==> src/design/pfe_pkg.sv <==
package pfe_pkg;

  localparam int unsigned Side        = 5;
  localparam int unsigned Cells       = 25;
  localparam int unsigned Letters     = 26;
  localparam int unsigned LetterW     = 5;
  localparam int unsigned CellW       = 5;
  localparam int unsigned RowW        = 3;
  localparam int unsigned OpW         = 3;
  localparam int unsigned CfgIdxW     = 2;
  localparam int unsigned QueueDepth  = 2;

  localparam logic [LetterW-1:0] ResetOmitted = 5'd16;
  localparam logic [LetterW-1:0] ResetFiller  = 5'd23;

  typedef enum logic [OpW-1:0] {
    OP_CLEAR  = 3'd0,
    OP_KEY    = 3'd1,
    OP_FINISH = 3'd2,
    OP_MSG    = 3'd3,
    OP_END    = 3'd4
  } pfe_op_e;

  typedef enum logic [CfgIdxW-1:0] {
    CFG_OMITTED = 2'd0,
    CFG_FILLER  = 2'd1
  } pfe_cfg_e;

  typedef enum logic [2:0] {
    ST_IDLE,
    ST_FILL,
    ST_POS,
    ST_CELL,
    ST_SQR
  } pfe_state_e;

  typedef struct packed {
    pfe_op_e            kind;
    logic [LetterW-1:0] letter;
    logic               letter_ok;
  } pfe_cmd_t;

  typedef struct packed {
    logic     valid;
    pfe_cmd_t cmd;
  } pfe_q_t;

  function automatic logic [RowW-1:0] pos_row(logic [CellW-1:0] p);
    logic [RowW-1:0] r;
    if (p >= CellW'(4 * Side)) r = 3'd4;
    else if (p >= CellW'(3 * Side)) r = 3'd3;
    else if (p >= CellW'(2 * Side)) r = 3'd2;
    else if (p >= CellW'(Side)) r = 3'd1;
    else r = 3'd0;
    return r;
  endfunction

  function automatic logic [RowW-1:0] pos_col(logic [CellW-1:0] p);
    logic [CellW-1:0] c;
    c = p - CellW'(pos_row(p)) * CellW'(Side);
    return c[RowW-1:0];
  endfunction

  function automatic logic [RowW-1:0] wrap_inc(logic [RowW-1:0] x);
    logic [RowW-1:0] y;
    if (x == RowW'(Side - 1)) y = '0;
    else y = x + 1'b1;
    return y;
  endfunction

  function automatic logic [CellW-1:0] cell_at(logic [RowW-1:0] r, logic [RowW-1:0] c);
    logic [CellW-1:0] p;
    p = CellW'(r) * CellW'(Side) + CellW'(c);
    return p;
  endfunction

endpackage

==> src/design/pfe_intf.sv <==
interface pfe_in_if;
  logic                        valid;
  logic                        ready;
  logic [pfe_pkg::OpW-1:0]     opcode;
  logic [pfe_pkg::LetterW-1:0] letter;
  modport source (output valid, opcode, letter, input ready);
  modport sink   (input valid, opcode, letter, output ready);
endinterface

interface pfe_out_if;
  logic                        valid;
  logic                        ready;
  logic [pfe_pkg::LetterW-1:0] cipher_first;
  logic [pfe_pkg::LetterW-1:0] cipher_second;
  modport source (output valid, cipher_first, cipher_second, input ready);
  modport sink   (input valid, cipher_first, cipher_second, output ready);
endinterface

interface pfe_cfg_if;
  logic                        valid;
  logic                        ready;
  logic [pfe_pkg::CfgIdxW-1:0] index;
  logic [pfe_pkg::LetterW-1:0] data;
  modport source (output valid, index, data, input ready);
  modport sink   (input valid, index, data, output ready);
endinterface

==> src/design/playfair_digraph_encryptor_unit.sv <==
// Playfair digraph encryptor.
// in_i carries opcode/letter items (clear, key letter, finish key, message
// letter, end of message); out_o carries one encrypted digraph per result;
// cfg_i writes the omitted letter (index 0) and the filler letter (index 1),
// always ready; the user must write it only while the block is idle, which
// the block itself does not enforce. Items enter a command queue of QDepth
// entries; the engine pops one per cycle when idle, that is when no digraph
// is in flight and no key fill is running. Clear, key letter and end of
// message without a result are done as they are popped; finish key walks
// all 26 letters. A message item that closes a digraph then steps through
// position read, cell read and output load, as the position and square
// tables have registered reads. Reset empties the queue and the square,
// drops any open digraph and loads the omitted letter q and filler x. A
// stalled receiver holds the result in the output register; the engine
// waits before loading the next result while the queue keeps taking input
// until full.
module playfair_digraph_encryptor_unit #(
  parameter int unsigned QDepth = pfe_pkg::QueueDepth
) (
  input  logic       clk_i,
  input  logic       rst_ni,
  pfe_in_if.sink     in_i,
  pfe_out_if.source  out_o,
  pfe_cfg_if.sink    cfg_i
);

  logic [pfe_pkg::LetterW-1:0] omitted_q, omitted_d;
  logic [pfe_pkg::LetterW-1:0] filler_q, filler_d;
  pfe_pkg::pfe_q_t             q;
  logic                        pop;

  assign cfg_i.ready = 1'b1;

  always_comb begin
    omitted_d = omitted_q;
    filler_d  = filler_q;
    if (cfg_i.valid) begin
      case (cfg_i.index)
        pfe_pkg::CFG_OMITTED: omitted_d = cfg_i.data;
        pfe_pkg::CFG_FILLER:  filler_d  = cfg_i.data;
        default: ;
      endcase
    end
  end

  always_ff @(posedge clk_i or negedge rst_ni) begin
    if (!rst_ni) begin
      omitted_q <= pfe_pkg::ResetOmitted;
      filler_q  <= pfe_pkg::ResetFiller;
    end else begin
      omitted_q <= omitted_d;
      filler_q  <= filler_d;
    end
  end

  pfe_front #(.QDepth(QDepth)) u_front (
    .clk_i,
    .rst_ni,
    .in_i,
    .omitted_i (omitted_q),
    .pop_i     (pop),
    .q_o       (q)
  );

  pfe_back u_back (
    .clk_i,
    .rst_ni,
    .q_i       (q),
    .pop_o     (pop),
    .omitted_i (omitted_q),
    .filler_i  (filler_q),
    .out_o
  );

  a_pop_nonempty: assert property (@(posedge clk_i) disable iff (!rst_ni)
    pop |-> q.valid)
    else $error("pop from empty queue");

  a_full_nonempty: assert property (@(posedge clk_i) disable iff (!rst_ni)
    !in_i.ready |-> q.valid)
    else $error("input stalled with empty queue");

  a_finish_walk: assert property (@(posedge clk_i) disable iff (!rst_ni)
    (pop && q.cmd.kind == pfe_pkg::OP_FINISH) |=> !pop)
    else $error("pop during key fill");

endmodule

==> src/design/pfe_front.sv <==
module pfe_front #(
  parameter int unsigned QDepth = pfe_pkg::QueueDepth
) (
  input  logic                        clk_i,
  input  logic                        rst_ni,
  pfe_in_if.sink                      in_i,
  input  logic [pfe_pkg::LetterW-1:0] omitted_i,
  input  logic                        pop_i,
  output pfe_pkg::pfe_q_t             q_o
);

  // QDepth >= 2
  localparam int unsigned PtrW = $clog2(QDepth);
  localparam int unsigned CntW = $clog2(QDepth + 1);

  pfe_pkg::pfe_cmd_t mem_q [QDepth];
  logic [PtrW-1:0]   wr_ptr_q, wr_ptr_d, rd_ptr_q, rd_ptr_d;
  logic [CntW-1:0]   cnt_q, cnt_d;
  pfe_pkg::pfe_cmd_t cmd;
  logic              known;
  logic              push;

  function automatic logic [PtrW-1:0] ptr_inc(logic [PtrW-1:0] p);
    logic [PtrW-1:0] n;
    if (p == PtrW'(QDepth - 1)) n = '0;
    else n = p + 1'b1;
    return n;
  endfunction

  always_comb begin
    cmd.kind      = pfe_pkg::pfe_op_e'(in_i.opcode);
    cmd.letter    = in_i.letter;
    cmd.letter_ok = (in_i.letter < pfe_pkg::LetterW'(pfe_pkg::Letters)) &&
                    (in_i.letter != omitted_i);
    case (in_i.opcode)
      pfe_pkg::OP_CLEAR, pfe_pkg::OP_KEY, pfe_pkg::OP_FINISH,
      pfe_pkg::OP_MSG, pfe_pkg::OP_END: known = 1'b1;
      default: known = 1'b0;
    endcase
  end

  // unused opcodes are taken and dropped
  assign in_i.ready = (cnt_q != CntW'(QDepth));
  assign push       = in_i.valid && in_i.ready && known;

  always_comb begin
    wr_ptr_d = push  ? ptr_inc(wr_ptr_q) : wr_ptr_q;
    rd_ptr_d = pop_i ? ptr_inc(rd_ptr_q) : rd_ptr_q;
    case ({push, pop_i})
      2'b10:   cnt_d = cnt_q + 1'b1;
      2'b01:   cnt_d = cnt_q - 1'b1;
      default: cnt_d = cnt_q;
    endcase
  end

  always_ff @(posedge clk_i or negedge rst_ni) begin
    if (!rst_ni) begin
      wr_ptr_q <= '0;
      rd_ptr_q <= '0;
      cnt_q    <= '0;
    end else begin
      wr_ptr_q <= wr_ptr_d;
      rd_ptr_q <= rd_ptr_d;
      cnt_q    <= cnt_d;
    end
  end

  always_ff @(posedge clk_i) begin
    if (push) begin
      mem_q[wr_ptr_q] <= cmd;
    end
  end

  assign q_o.valid = (cnt_q != '0);
  assign q_o.cmd   = mem_q[rd_ptr_q];

endmodule

==> src/design/pfe_back.sv <==
module pfe_back (
  input  logic                        clk_i,
  input  logic                        rst_ni,
  input  pfe_pkg::pfe_q_t             q_i,
  output logic                        pop_o,
  input  logic [pfe_pkg::LetterW-1:0] omitted_i,
  input  logic [pfe_pkg::LetterW-1:0] filler_i,
  pfe_out_if.source                   out_o
);

  localparam int unsigned LW = pfe_pkg::LetterW;
  localparam int unsigned CW = pfe_pkg::CellW;
  localparam int unsigned RW = pfe_pkg::RowW;

  pfe_pkg::pfe_state_e state_q, state_d;

  logic [pfe_pkg::Letters-1:0] used_q, used_d;
  logic [CW-1:0]               fill_q, fill_d;
  logic [LW-1:0]               pend_q, pend_d;
  logic                        pend_vld_q, pend_vld_d;
  logic [LW-1:0]               idx_q, idx_d;
  logic [LW-1:0]               a_q, a_d, b_q, b_d;
  logic                        b_placed_q, b_placed_d;
  logic                        out_vld_q, out_vld_d;
  logic [LW-1:0]               cf_q, cf_d, cs_q, cs_d;

  logic [LW-1:0] sq_mem  [pfe_pkg::Cells];
  logic [CW-1:0] pos_mem [pfe_pkg::Letters];
  logic [CW-1:0] pos_a_q, pos_b_q;
  logic [LW-1:0] sq_a_q, sq_b_q;

  logic          place_cand, place_en;
  logic [LW-1:0] place_l;
  logic          full, filler_placed, load;
  logic [CW-1:0] pa, pb, qa, qb;
  logic [RW-1:0] ra, ca, rb, cb;

  assign full          = (fill_q == CW'(pfe_pkg::Cells));
  assign filler_placed = (filler_i < LW'(pfe_pkg::Letters)) && used_q[filler_i];

  always_comb begin
    if (state_q == pfe_pkg::ST_FILL) begin
      place_l    = idx_q;
      place_cand = (idx_q != omitted_i);
    end else begin
      place_l    = q_i.cmd.letter;
      place_cand = (state_q == pfe_pkg::ST_IDLE) && q_i.valid &&
                   (q_i.cmd.kind == pfe_pkg::OP_KEY) && q_i.cmd.letter_ok;
    end
    place_en = place_cand && !full && !used_q[place_l];
  end

  always_comb begin
    pa = pos_a_q;
    pb = b_placed_q ? pos_b_q : '0;
    ra = pfe_pkg::pos_row(pa);
    ca = pfe_pkg::pos_col(pa);
    rb = pfe_pkg::pos_row(pb);
    cb = pfe_pkg::pos_col(pb);
    if (ra == rb) begin
      qa = pfe_pkg::cell_at(ra, pfe_pkg::wrap_inc(ca));
      qb = pfe_pkg::cell_at(rb, pfe_pkg::wrap_inc(cb));
    end else if (ca == cb) begin
      qa = pfe_pkg::cell_at(pfe_pkg::wrap_inc(ra), ca);
      qb = pfe_pkg::cell_at(pfe_pkg::wrap_inc(rb), cb);
    end else begin
      qa = pfe_pkg::cell_at(ra, cb);
      qb = pfe_pkg::cell_at(rb, ca);
    end
  end

  always_comb begin
    state_d    = state_q;
    used_d     = used_q;
    fill_d     = fill_q;
    pend_d     = pend_q;
    pend_vld_d = pend_vld_q;
    idx_d      = idx_q;
    a_d        = a_q;
    b_d        = b_q;
    b_placed_d = b_placed_q;
    pop_o      = 1'b0;
    load       = 1'b0;

    if (place_en) begin
      used_d[place_l] = 1'b1;
      fill_d          = fill_q + 1'b1;
    end

    case (state_q)
      pfe_pkg::ST_IDLE: begin
        if (q_i.valid) begin
          pop_o = 1'b1;
          case (q_i.cmd.kind)
            pfe_pkg::OP_CLEAR: begin
              used_d     = '0;
              fill_d     = '0;
              pend_d     = '0;
              pend_vld_d = 1'b0;
            end
            pfe_pkg::OP_FINISH: begin
              idx_d   = '0;
              state_d = pfe_pkg::ST_FILL;
            end
            pfe_pkg::OP_MSG: begin
              if (full && q_i.cmd.letter_ok && used_q[q_i.cmd.letter]) begin
                if (!pend_vld_q) begin
                  pend_d     = q_i.cmd.letter;
                  pend_vld_d = 1'b1;
                end else begin
                  a_d     = pend_q;
                  state_d = pfe_pkg::ST_POS;
                  if (q_i.cmd.letter == pend_q) begin
                    b_d        = filler_i;
                    b_placed_d = filler_placed;
                  end else begin
                    b_d        = q_i.cmd.letter;
                    b_placed_d = 1'b1;
                    pend_vld_d = 1'b0;
                  end
                end
              end
            end
            pfe_pkg::OP_END: begin
              if (full && pend_vld_q) begin
                a_d        = pend_q;
                b_d        = filler_i;
                b_placed_d = filler_placed;
                pend_vld_d = 1'b0;
                state_d    = pfe_pkg::ST_POS;
              end
            end
            default: ;
          endcase
        end
      end
      pfe_pkg::ST_FILL: begin
        idx_d = idx_q + 1'b1;
        if (idx_q == LW'(pfe_pkg::Letters - 1)) begin
          state_d = pfe_pkg::ST_IDLE;
        end
      end
      pfe_pkg::ST_POS:  state_d = pfe_pkg::ST_CELL;
      pfe_pkg::ST_CELL: state_d = pfe_pkg::ST_SQR;
      pfe_pkg::ST_SQR: begin
        if (!out_vld_q || out_o.ready) begin
          load    = 1'b1;
          state_d = pfe_pkg::ST_IDLE;
        end
      end
      default: state_d = pfe_pkg::ST_IDLE;
    endcase
  end

  always_comb begin
    out_vld_d = out_vld_q && !out_o.ready;
    cf_d      = cf_q;
    cs_d      = cs_q;
    if (load) begin
      out_vld_d = 1'b1;
      cf_d      = sq_a_q;
      cs_d      = sq_b_q;
    end
  end

  always_ff @(posedge clk_i or negedge rst_ni) begin
    if (!rst_ni) begin
      state_q    <= pfe_pkg::ST_IDLE;
      used_q     <= '0;
      fill_q     <= '0;
      pend_q     <= '0;
      pend_vld_q <= 1'b0;
      idx_q      <= '0;
      out_vld_q  <= 1'b0;
    end else begin
      state_q    <= state_d;
      used_q     <= used_d;
      fill_q     <= fill_d;
      pend_q     <= pend_d;
      pend_vld_q <= pend_vld_d;
      idx_q      <= idx_d;
      out_vld_q  <= out_vld_d;
    end
  end

  always_ff @(posedge clk_i) begin
    a_q        <= a_d;
    b_q        <= b_d;
    b_placed_q <= b_placed_d;
    cf_q       <= cf_d;
    cs_q       <= cs_d;
  end

  // square and position tables, registered reads
  always_ff @(posedge clk_i) begin
    if (place_en) begin
      sq_mem[fill_q]   <= place_l;
      pos_mem[place_l] <= fill_q;
    end
  end

  always_ff @(posedge clk_i) begin
    pos_a_q <= pos_mem[a_q];
    pos_b_q <= pos_mem[b_q];
    sq_a_q  <= sq_mem[qa];
    sq_b_q  <= sq_mem[qb];
  end

  assign out_o.valid         = out_vld_q;
  assign out_o.cipher_first  = cf_q;
  assign out_o.cipher_second = cs_q;

endmodule

==> src/flat_wrapper.sv <==
// flat-port wrapper written by rule: the top's interface ports become plain ports
module playfair_digraph_encryptor_unit_flat 
#(
  parameter int unsigned QDepth = pfe_pkg::QueueDepth
)
  (clk_i, rst_ni, in_i_valid, in_i_opcode, in_i_letter, in_i_ready, out_o_valid, out_o_cipher_first, out_o_cipher_second, out_o_ready, cfg_i_valid, cfg_i_index, cfg_i_data, cfg_i_ready);
  pfe_in_if in_i_i ();
  pfe_out_if out_o_i ();
  pfe_cfg_if cfg_i_i ();
  input  logic clk_i;
  input  logic rst_ni;
  input wire logic [$bits(in_i_i.valid)-1:0] in_i_valid;
  input wire logic [$bits(in_i_i.opcode)-1:0] in_i_opcode;
  input wire logic [$bits(in_i_i.letter)-1:0] in_i_letter;
  output wire logic [$bits(in_i_i.ready)-1:0] in_i_ready;
  output wire logic [$bits(out_o_i.valid)-1:0] out_o_valid;
  output wire logic [$bits(out_o_i.cipher_first)-1:0] out_o_cipher_first;
  output wire logic [$bits(out_o_i.cipher_second)-1:0] out_o_cipher_second;
  input wire logic [$bits(out_o_i.ready)-1:0] out_o_ready;
  input wire logic [$bits(cfg_i_i.valid)-1:0] cfg_i_valid;
  input wire logic [$bits(cfg_i_i.index)-1:0] cfg_i_index;
  input wire logic [$bits(cfg_i_i.data)-1:0] cfg_i_data;
  output wire logic [$bits(cfg_i_i.ready)-1:0] cfg_i_ready;
  assign in_i_i.valid = in_i_valid;
  assign in_i_i.opcode = in_i_opcode;
  assign in_i_i.letter = in_i_letter;
  assign in_i_ready = in_i_i.ready;
  assign out_o_valid = out_o_i.valid;
  assign out_o_cipher_first = out_o_i.cipher_first;
  assign out_o_cipher_second = out_o_i.cipher_second;
  assign out_o_i.ready = out_o_ready;
  assign cfg_i_i.valid = cfg_i_valid;
  assign cfg_i_i.index = cfg_i_index;
  assign cfg_i_i.data = cfg_i_data;
  assign cfg_i_ready = cfg_i_i.ready;
  playfair_digraph_encryptor_unit #(.QDepth(QDepth)) u_core (.clk_i(clk_i), .rst_ni(rst_ni), .in_i(in_i_i), .out_o(out_o_i), .cfg_i(cfg_i_i));
endmodule
==> config.mk <==
export PLATFORM = sky130hd
export DESIGN_NAME = playfair_digraph_encryptor_unit_flat
export DESIGN_NICKNAME = d
export VERILOG_FILES = /design/src/design/pfe_pkg.sv /design/src/design/pfe_intf.sv /design/src/design/playfair_digraph_encryptor_unit.sv /design/src/design/pfe_front.sv /design/src/design/pfe_back.sv /design/src/flat_wrapper.sv
export SDC_FILE = /design/constraint.sdc
export NUM_CORES = 1
export LEC_CHECK = 0
export BUFFER_PORTS_ARGS = -buffer_cell sky130_fd_sc_hd__buf_2
export CAP_MARGIN = 20
export CORE_ASPECT_RATIO = 0.5
export CORE_MARGIN = 2
export CORE_UTILIZATION = 55
export DETAILED_ROUTE_END_ITERATION = 6
export MAX_ROUTING_LAYER = met4
export PLACE_DENSITY = 0.71
export SETUP_SLACK_MARGIN = 0.02
export SLEW_MARGIN = 10
export SYNTH_ARGS = -nofsm -noshare
export SYNTH_HDL_FRONTEND = slang
export SYNTH_SLANG_ARGS = --single-unit
==> constraint.sdc <==
create_clock -name clk_i -period 6.45 [get_ports clk_i]
set_input_delay 0.3225 -clock clk_i [delete_from_list [all_inputs] [get_ports clk_i]]
set_output_delay 0.3225 -clock clk_i [all_outputs]
set_load 0.05 [all_outputs]
**Yosys cells after proc, flatten, opt, wreduce, memory -nomap -nowiden**

Memories as Yosys holds them, arrays and structs flattened. A register that Yosys moved wholly into a read port is not among the register bits.
Index checks and enable logic that the tools add are counted.

- Memories kept: 3
- Input port bits: 20
- Output and inout port bits: 13
- Register bits: 81
- RAM bits: 273
- Word-level logic and storage cells: 220

Memories:

| name | depth | bits a word | rd ports | clocked after Yosys merged registers in | write ports | line | source |
|---|---|---|---|---|---|---|---|
| u_core.u_back.pos_mem | 26 | 5 | 2 | 2 | 1 | pfe_back.sv:28 | `logic [CW-1:0] pos_mem [pfe_pkg::Letters];` |
| u_core.u_back.sq_mem | 25 | 5 | 2 | 2 | 1 | pfe_back.sv:27 | `logic [LW-1:0] sq_mem [pfe_pkg::Cells];` |
| u_core.u_front.mem_q | 2 | 9 | 1 | 0 | 1 | pfe_front.sv:16 | `pfe_pkg::pfe_cmd_t mem_q [QDepth];` |

- Multiplexer cells: 87
- Bitwise operators: 1
- $add $sub $neg: 18
- $mul: 4
- $lt $le $gt $ge: 14
- Equal/unequal tests: 39
- Reductions and logical operators: 37

Operators with widths:

| operator | count |
|---|---|
| 2-to-1 mux 5 bit | 21 |
| 2-to-1 mux 26 bit | 4 |
| 2-to-1 mux 3 bit | 19 |
| one-hot mux 5 bit (2 select lines) | 4 |
| adder 5 x 3 -> 5 bit | 6 |
| 2-to-1 mux 1 bit | 27 |
| bitwise OR 26 bit | 1 |
| == test 3 bit, second input constant | 7 |
| >= comparator 5 x 4 -> 1 bit, second input constant | 4 |
| multiplier 3 x 3 -> 5 bit, second input constant | 4 |
| == test 3 x 2 -> 1 bit, second input constant | 6 |
| less-than comparator 5 x 6 -> 1 bit, second input constant | 3 |
| binary-select mux 1 bit (select 5 bit) | 3 |
| one-hot mux 3 bit (5 select lines) | 1 |
| logical AND 1 bit | 14 |
| != test 2 bit, second input constant | 7 |
| adder 3 x 1 -> 3 bit, second input constant | 4 |
| adder 5 x 1 -> 5 bit, second input constant | 2 |
| == test 5 bit, second input constant | 2 |
| >= comparator 5 x 3 -> 1 bit, second input constant | 2 |
| >= comparator 5 bit, second input constant | 2 |
| less-than comparator 5 bit, second input constant | 2 |
| != test 5 bit | 2 |
| AND reduction 5 bit | 2 |
| 30 further kinds | 51 |

**Depth between registers and ports, before layout**

Gate-level depths: netlist of the first run.

- Word-level depth: 15
- Mapped depth: 21

**Modules after synthesis**

A second synthesis of the first run with hierarchy kept.

- Cells, all modules: 1528
- Area total of the unflattened synthesis: 19572.5 sq um

By module, submodules not included:

| module | cells an instance | sequential area each (sq um) | instances | area each (sq um) |
|---|---|---|---|---|
| pfe_back | 1450 | 9839.4 | 1 | 18240.0 |
| pfe_front | 54 | 640.6 | 1 | 925.9 |
| playfair_digraph_encryptor_unit | 24 | 256.5 | 1 | 406.6 |

**Least setup slack after synthesis of the first run**

No wires, ideal clock.

- Kind: register to register
- Start: reg u_core.u_back.pos_b_q[3] (read register of u_core.u_back.pos_mem)
- End: reg u_core.u_back.sq_b_q[4] (read register of u_core.u_back.sq_mem)
- Buffers on the path: 1
- Data required time: 6358 ps
- Clock period less this slack: 4453 ps
- Arrival time: 4361 ps
- Setup slack: 1997 ps
- Cell stages (with the launch flop): 19
- Setup time: 92 ps
- Cell sequence: dfxtp_1 o21bai_1 a21boi_1 o31a_1 and2_1 ha_1 fa_1 xor2_1 xnor2_2 ha_1 inv_1 fa_1 mux2_2 o21ai_1 clkbuf_1 nand2_1 a22o_1 a22o_1 nor4_1

- Longest elaborated chain between the ends: 14
- Elaborated cells on any way between the ends: 28

RTL lines:

| item | line | source |
|---|---|---|
| start, declared | pfe_back.sv:29 | `logic [CW-1:0] pos_a_q, pos_b_q;` |
| 2-to-1 mux 5 bit (*) | pfe_back.sv:55 | `pb = b_placed_q ? pos_b_q : '0;` |
| >= comparator 5 x 3 -> 1 bit | pfe_pkg.sv:53 | `else if (p >= CellW'(Side)) r = 3'd1;` |
| 2-to-1 mux 1 bit | pfe_pkg.sv:53 |  |
| 2-to-1 mux 2 bit | pfe_pkg.sv:52 | `else if (p >= CellW'(2 * Side)) r = 3'd2;` |
| 2-to-1 mux 2 bit | pfe_pkg.sv:51 | `else if (p >= CellW'(3 * Side)) r = 3'd3;` |
| 2-to-1 mux 3 bit (*) | pfe_pkg.sv:50 | `if (p >= CellW'(4 * Side)) r = 3'd4;` |
| branches (longest 7 deep; another with multiplier 3 x 3 -> 5 bit) | -- |  |
| 2-to-1 mux 5 bit (*) | pfe_back.sv:60 | `if (ra == rb) begin` |
| end, declared | pfe_back.sv:30 | `logic [LW-1:0] sq_a_q, sq_b_q;` |

Every way passes the cells marked *. The select of a mux whose other input is x is not followed.
A chain may end at the register's enable or synchronous reset.

**Final worst setup path of the first run**

- Start: reg u_core.u_back.pos_a_q[1] (netlist: u_core.u_back.pa[1]) (read register of u_core.u_back.pos_mem)
- End: reg u_core.u_back.sq_a_q[3] (read register of u_core.u_back.sq_mem)

- Longest elaborated chain between the ends: 13
- Elaborated cells on any way between the ends: 27

RTL lines:

| item | line |
|---|---|
| start, declared | pfe_back.sv:29 |
| branches (longest 12 deep; another with >= comparator 5 x 3 -> 1 bit) | -- |
| 2-to-1 mux 5 bit (*) | pfe_back.sv:60 |
| end, declared | pfe_back.sv:30 |

Marked as above.

==> out/results.ini, run 1 <==
[run_status]
status=finished with violations
violations=negative hold slack

[detailed_routing]
vias_per_cell=6.41
ant_nets=0
drtIter0Drc=1380
drc_errors=0
totalWireLength_mm=48.8
first_pass_iters=5
num_vias=12900
wl_per_cell_um=24.3

[global_routing]
antenna_found_initial=0
grt_pass1_wl_mm=75.8
overflow=0
grt.busiest_layer=met2
first_global_vias=12800
grt_use_met2_pct=46.6
grt_usage_pct=28.5
use_met3_pct=3.93
grt_max_degree=61
use_met1_pct=37.9

[timing]
setup_viol=0
period_needed_ns=5.85
fmax_mhz=171
hold_viol=42
worst_pin_slew_ns=1.08
fin_hold_ws_ns=-0.0362
relSlewSlack_pct=28.2
setup_ws_ns=0.596
fin_tns_setup_ns=0
skew_ns=0.0177
finalCritPeriodShare_pct=90.8
rsz0062_at_grt=false
slew_viol_final=0

[critical_path]
crit_chain=nor2_1 > o21ai_0 > nand2b_1 > a21oi_1 > ha_1 > inv_1 > fa_1 > xnor2_1 > or4_1 > mux2i_4 > mux2i_1 > mux2i_4 > buf_4 > mux2i_1 > mux2i_1 > a2111oi_0 > a221oi_1
critPathKind=reg2reg
crit_arrival_ns=6.24
cp_slowest_stage_delay_ns=0.68
cp_top_family=multiplexers
cp_slowest_cell=fa_1
path_common_cell=mux2i_1
cp_max_fo=34
endpoint_kind=flip-flop
worst_ep_required_time_ns=6.84
start_kind=flip-flop
crit_buf_inv=2

[logic_synthesis]
postSynthCellCount=1466
postSynth.asyncResetShare_pct=16.0
synth-edff-count=294
ys.flop_type=edfxtp_1
syn_area_per_cell_sq_um=13.1
synth-seq-cells=374
syn_area_sq_um=19300
synth_warnings=0
synth_seq_area_share_pct=55.7
synth_nets=1537
yosysUniqueCellTypes=74

[clock_tree]
clk_latency_ns=0.54
ctsHtreeMaxLevel=2
cts_resized=0
cts_tree=yes
clock_sinks=374
clockBufferDepth=3
cts_buffers=35
cts_root_buffer=clkbuf_16
path_clk_slew_ns=0.07

[cells_and_area]
drive_above_1_share_pct=17.9
area_growth_pct=10.4
post-route-util_pct=61.7
fillCellCount=2639
layout_common_cells=edfxtp_1 (294), nor2_1 (150), nand2_1 (133)
n_antenna_cell=0
mostFrequentLayoutCell=edfxtp_1
fin_nets=1580

[die]
die_width_um=269
coreArea_sq_um=34500
die_area_sq_um=36700
initial_core_util_pct=55.9
std_cell_rows=48
die_h_um=136
io_pins=33

[placement]
numPortBuffers=31
dp_slack_ns=0.668
hpwl_mm=33.4
gp_congestion=0.958

[hold_path]
hold_path.class=in2async

[flow_run]
cap_violations=0

==> state kept, by name (all words and copies together), names as in the netlist, 18 cells and up <==
register               flops
u_core.u_back.pos_mem    130
u_core.u_front.mem_q      18
u_core.u_back.used_q      26
u_core.u_back.sq_mem     125
==> metal layers <==
metal	up-vias	share of wire, %
li1	5684	-
met1	6462	41
met2	637	49
met3	108	8.0
met4	0	2.6
met5	-	0
==> synth_stat cells (9+ instances only) <==
cell / n / area [sq um]
and2_1: 11 / 68.8
o211ai_1: 11 / 82.6
xnor2_1: 19 / 166
nand2b_1: 10 / 62.6
a21oi_1: 66 / 330
buf_2: 19 / 95.1
mux2_2: 42 / 473
o22ai_1: 15 / 93.8
dfxtp_1: 20 / 400
ha_1: 43 / 538
edfxtp_1: 294 / 8830
a22o_1: 16 / 140
a32oi_1: 12 / 105
nand3_1: 26 / 130
a21o_1: 11 / 82.6
mux4_2: 84 / 1890
nor2_1: 151 / 567
nor2b_1: 15 / 93.8
xor2_1: 20 / 175
nand2_1: 133 / 499
dfrtp_1: 55 / 1380
o21ai_0: 26 / 130
nor4_1: 9 / 56.3
a211oi_1: 23 / 173
clkbuf_1: 41 / 154
inv_1: 38 / 143
nor3_1: 12 / 60.1
o21a_1: 14 / 105
mux2i_1: 114 / 1140
==> through the flow <==
step,cells,cell area [sq um]
floorplan,1466,19300
global placement,1940,20000
detailed placement,1941,20000
CTS,2010,21300
global route,2010,21300
finish,2010,21300
==> cell families after synthesis <==
kind of cell	synth area share, %
buffers and inverters	2.43
AO/OA/AOI/OAI	8.91
multiplexers	18.4
adder cells (fa/ha/maj)	3.62
XOR/XNOR	1.86
other	0.0195
flip-flops	55.7
AND/OR/NAND/NOR	9.04
==> worst paths after layout <==
path                                                        end                    start  cells past startpoint  slack [ns]
setup / recovery                        u_core.u_back.sq_a_q[3]      u_core.u_back.pa[1]                     17        0.60
hold / removal                          u_core.u_front.cnt_q[0]                   rst_ni                      2       -0.04
setup reg to reg                        u_core.u_back.sq_a_q[3]      u_core.u_back.pa[1]                     17        0.60
hold reg to reg            u_core.u_back.out_o.cipher_second[3]  u_core.u_back.sq_b_q[3]                      0        0.41
max in group asynchronous               u_core.u_back.fill_q[1]                   rst_ni                      2        5.92
min in group clk_i                   u_core.u_front.mem_q[0][4]           in_i_letter[3]                      1        0.02
==> area by class of cell <==
cell class                 count  area [sq um]  area share (%)
multi-input combinational    980          8080            38.0
clock buffer                  40           925            4.35
sequential                   374         10700            50.5
timing repair buffer          78           523            2.46
tap                          475           594            2.79
inverter                      40           153           0.717
clock inverter                23           272            1.28
==> what timing repair did <==
action,in CTS,in global routing
setup buffers,0,0
hold buffers,6,0
endpoints found under the hold margin,11,0
Power of run 1 is not shown: default switching activity piles up to over one toggle a cycle in this logic, so the estimate is an artifact.
==> run 2: changes to the inputs <==
--- a/config.mk
+++ b/config.mk
@@ -10,3 +10,3 @@
 export CORE_ASPECT_RATIO = 0.5
-export CORE_MARGIN = 2
+export CORE_MARGIN = 4
 export CORE_UTILIZATION = 55
==> constraint.sdc (replaced) <==
create_clock -name clk_i -period 6.45 [get_ports clk_i]
set_input_delay 0 -clock clk_i [delete_from_list [all_inputs] [get_ports clk_i]]
set_output_delay 0 -clock clk_i [all_outputs]
set_load 0.05 [all_outputs]
==> out/results.ini, run 2 (synthesis gave the netlist of run 1 again) <==
[flow_run]
cap_violations=0

[global_routing]
grt_usage_pct=26.8
overflow=0
antenna_found_initial=0
first_global_vias=12900
grt_max_degree=61
grt_pass1_wl_mm=76.4

[clock_tree]
cts_buffers=35
ctsHtreeMaxLevel=2
post-cts-setup-buffer-count=0
clk_latency_ns=0.54
clock_sinks=374
cts_resized=0
cts_root_buffer=clkbuf_16
clockBufferDepth=3
path_clk_slew_ns=0.06
cts_tree=yes

[die]
die_h_um=140
std_cell_rows=48
die_area_sq_um=38300
initial_core_util_pct=55.8
coreArea_sq_um=34500
io_pins=33
die_width_um=273

[timing]
skew_ns=0.0224
fmax_mhz=173
worst_pin_slew_ns=0.996
finalCritPeriodShare_pct=89.8
setup_viol=0
fin_tns_setup_ns=0
relSlewSlack_pct=33.6
rsz0062_at_grt=false
slew_viol_final=0
hold_viol=0
period_needed_ns=5.79

[critical_path]
crit_arrival_ns=6.17
cp.depth=17
cp_slowest_cell=fa_1
r2r-start=u_core.u_back.pa[1]
cp_top_family=compound AO/OA/AOI/OAI gates
critPathKind=reg2reg
start_kind=flip-flop
crit_chain=nor2_1 > o21ai_0 > nand2b_1 > a21oi_1 > ha_1 > inv_1 > fa_1 > xnor2_1 > or4_1 > mux2i_4 > mux2i_1 > mux2i_4 > buf_4 > nor2_1 > a221oi_1 > o21ai_0 > a221oi_1
crit_end=u_core.u_back.sq_a_q[3]
ff2ff_setup_slack_ns=0.66
cp_slowest_stage_delay_ns=0.67
crit_buf_inv=2
endpoint_kind=flip-flop
cp-startpoint=u_core.u_back.pa[1]
timing.rr.end=u_core.u_back.sq_a_q[3]
cp_max_fo=18
worst_ep_required_time_ns=6.83
r2r_cells=17

[hold_path]
hold_path.class=in2async

[detailed_routing]
drc_errors=0
wl_per_cell_um=24.3
drtIter0Drc=1347
num_vias=13000
ant_nets=0
vias_per_cell=6.39
totalWireLength_mm=49.4
first_pass_iters=5

[cells_and_area]
biggestRegsByFlops=u_core.u_back.pos_mem (130), u_core.u_back.sq_mem (125), u_core.u_back.used_q (26)
largest_register=u_core.u_back.pos_mem
layout_common_cells=edfxtp_1 (294), nor2_1 (151), nand2_1 (133)
largest_reg_flops=130
area_growth_pct=11.2
drive_above_1_share_pct=17.6
fillCellCount=2598
mostFrequentLayoutCell=edfxtp_1
n_antenna_cell=0
fin_nets=1603

[placement]
gp_congestion=0.918
hpwl_mm=34.0
numPortBuffers=31

[run_status]
status=finished clean

run 2: what timing repair did:
action                     in CTS  in global routing
hold endpoints to repair       86                  0
setup endpoints to repair       0                  0
hold buffers                   24                  0
run 2: per-layer routing:
metal  wire length [um]  part of all wire (%)  track usage [%]
met3               3820                   7.7             4.28
met4               1290                   2.6             7.12
met1              21200                    43             37.0
met5                  0                     0                -
met2              23100                    47             42.1
run 2: through the flow:
stage          util (%)  setup WS, ns  instances  instance area [sq um]  hold slack, ns
3_3_place_gp       58.0         0.840       1944                  20000           0.206
2_1_floorplan         -          2.00       1466                  19300          -0.296
3_5_place_dp       58.1         0.655       1945                  20100           0.216
5_1_grt            62.1         0.189       2033                  21400           0.210
6_report           62.1         0.659       2033                  21400           0.181
4_1_cts            62.0         0.628       2032                  21400           0.184
run 2: how the worst min path moves through the flow:
stage,depth (start not counted),startpoint,endpoint,slack [ns]
after floorplan,0,rst_ni,u_core.filler_q[3],-0.30
after global placement,1,in_i_opcode[0],u_core.u_front.mem_q[0][6],0.21
after detailed placement,1,in_i_opcode[0],u_core.u_front.mem_q[0][6],0.22
after CTS,2,in_i_opcode[0],u_core.u_front.mem_q[0][6],0.18
after global routing,2,in_i_opcode[1],u_core.u_front.mem_q[1][7],0.21
final,3,rst_ni,u_core.u_back.out_o.valid,0.18
run 2: area by class of cell:
| cell class | instances | area [sq um] | area share, % |
|---|---|---|---|
| clock buffers | 51 | 997 | 4.65 |
| clock inverters | 12 | 111 | 0.520 |
| inverters | 40 | 153 | 0.712 |
| multi-input cells | 980 | 8080 | 37.7 |
| flip-flops and latches | 374 | 10700 | 50.1 |
| well taps | 475 | 594 | 2.77 |
| repair buffers | 101 | 761 | 3.55 |
run 2: worst min-delay path: cells and delay by family:
family                 cells  cell delay, ns
buffers and inverters      3            1.24
Power of run 2 is left out for the same reason.
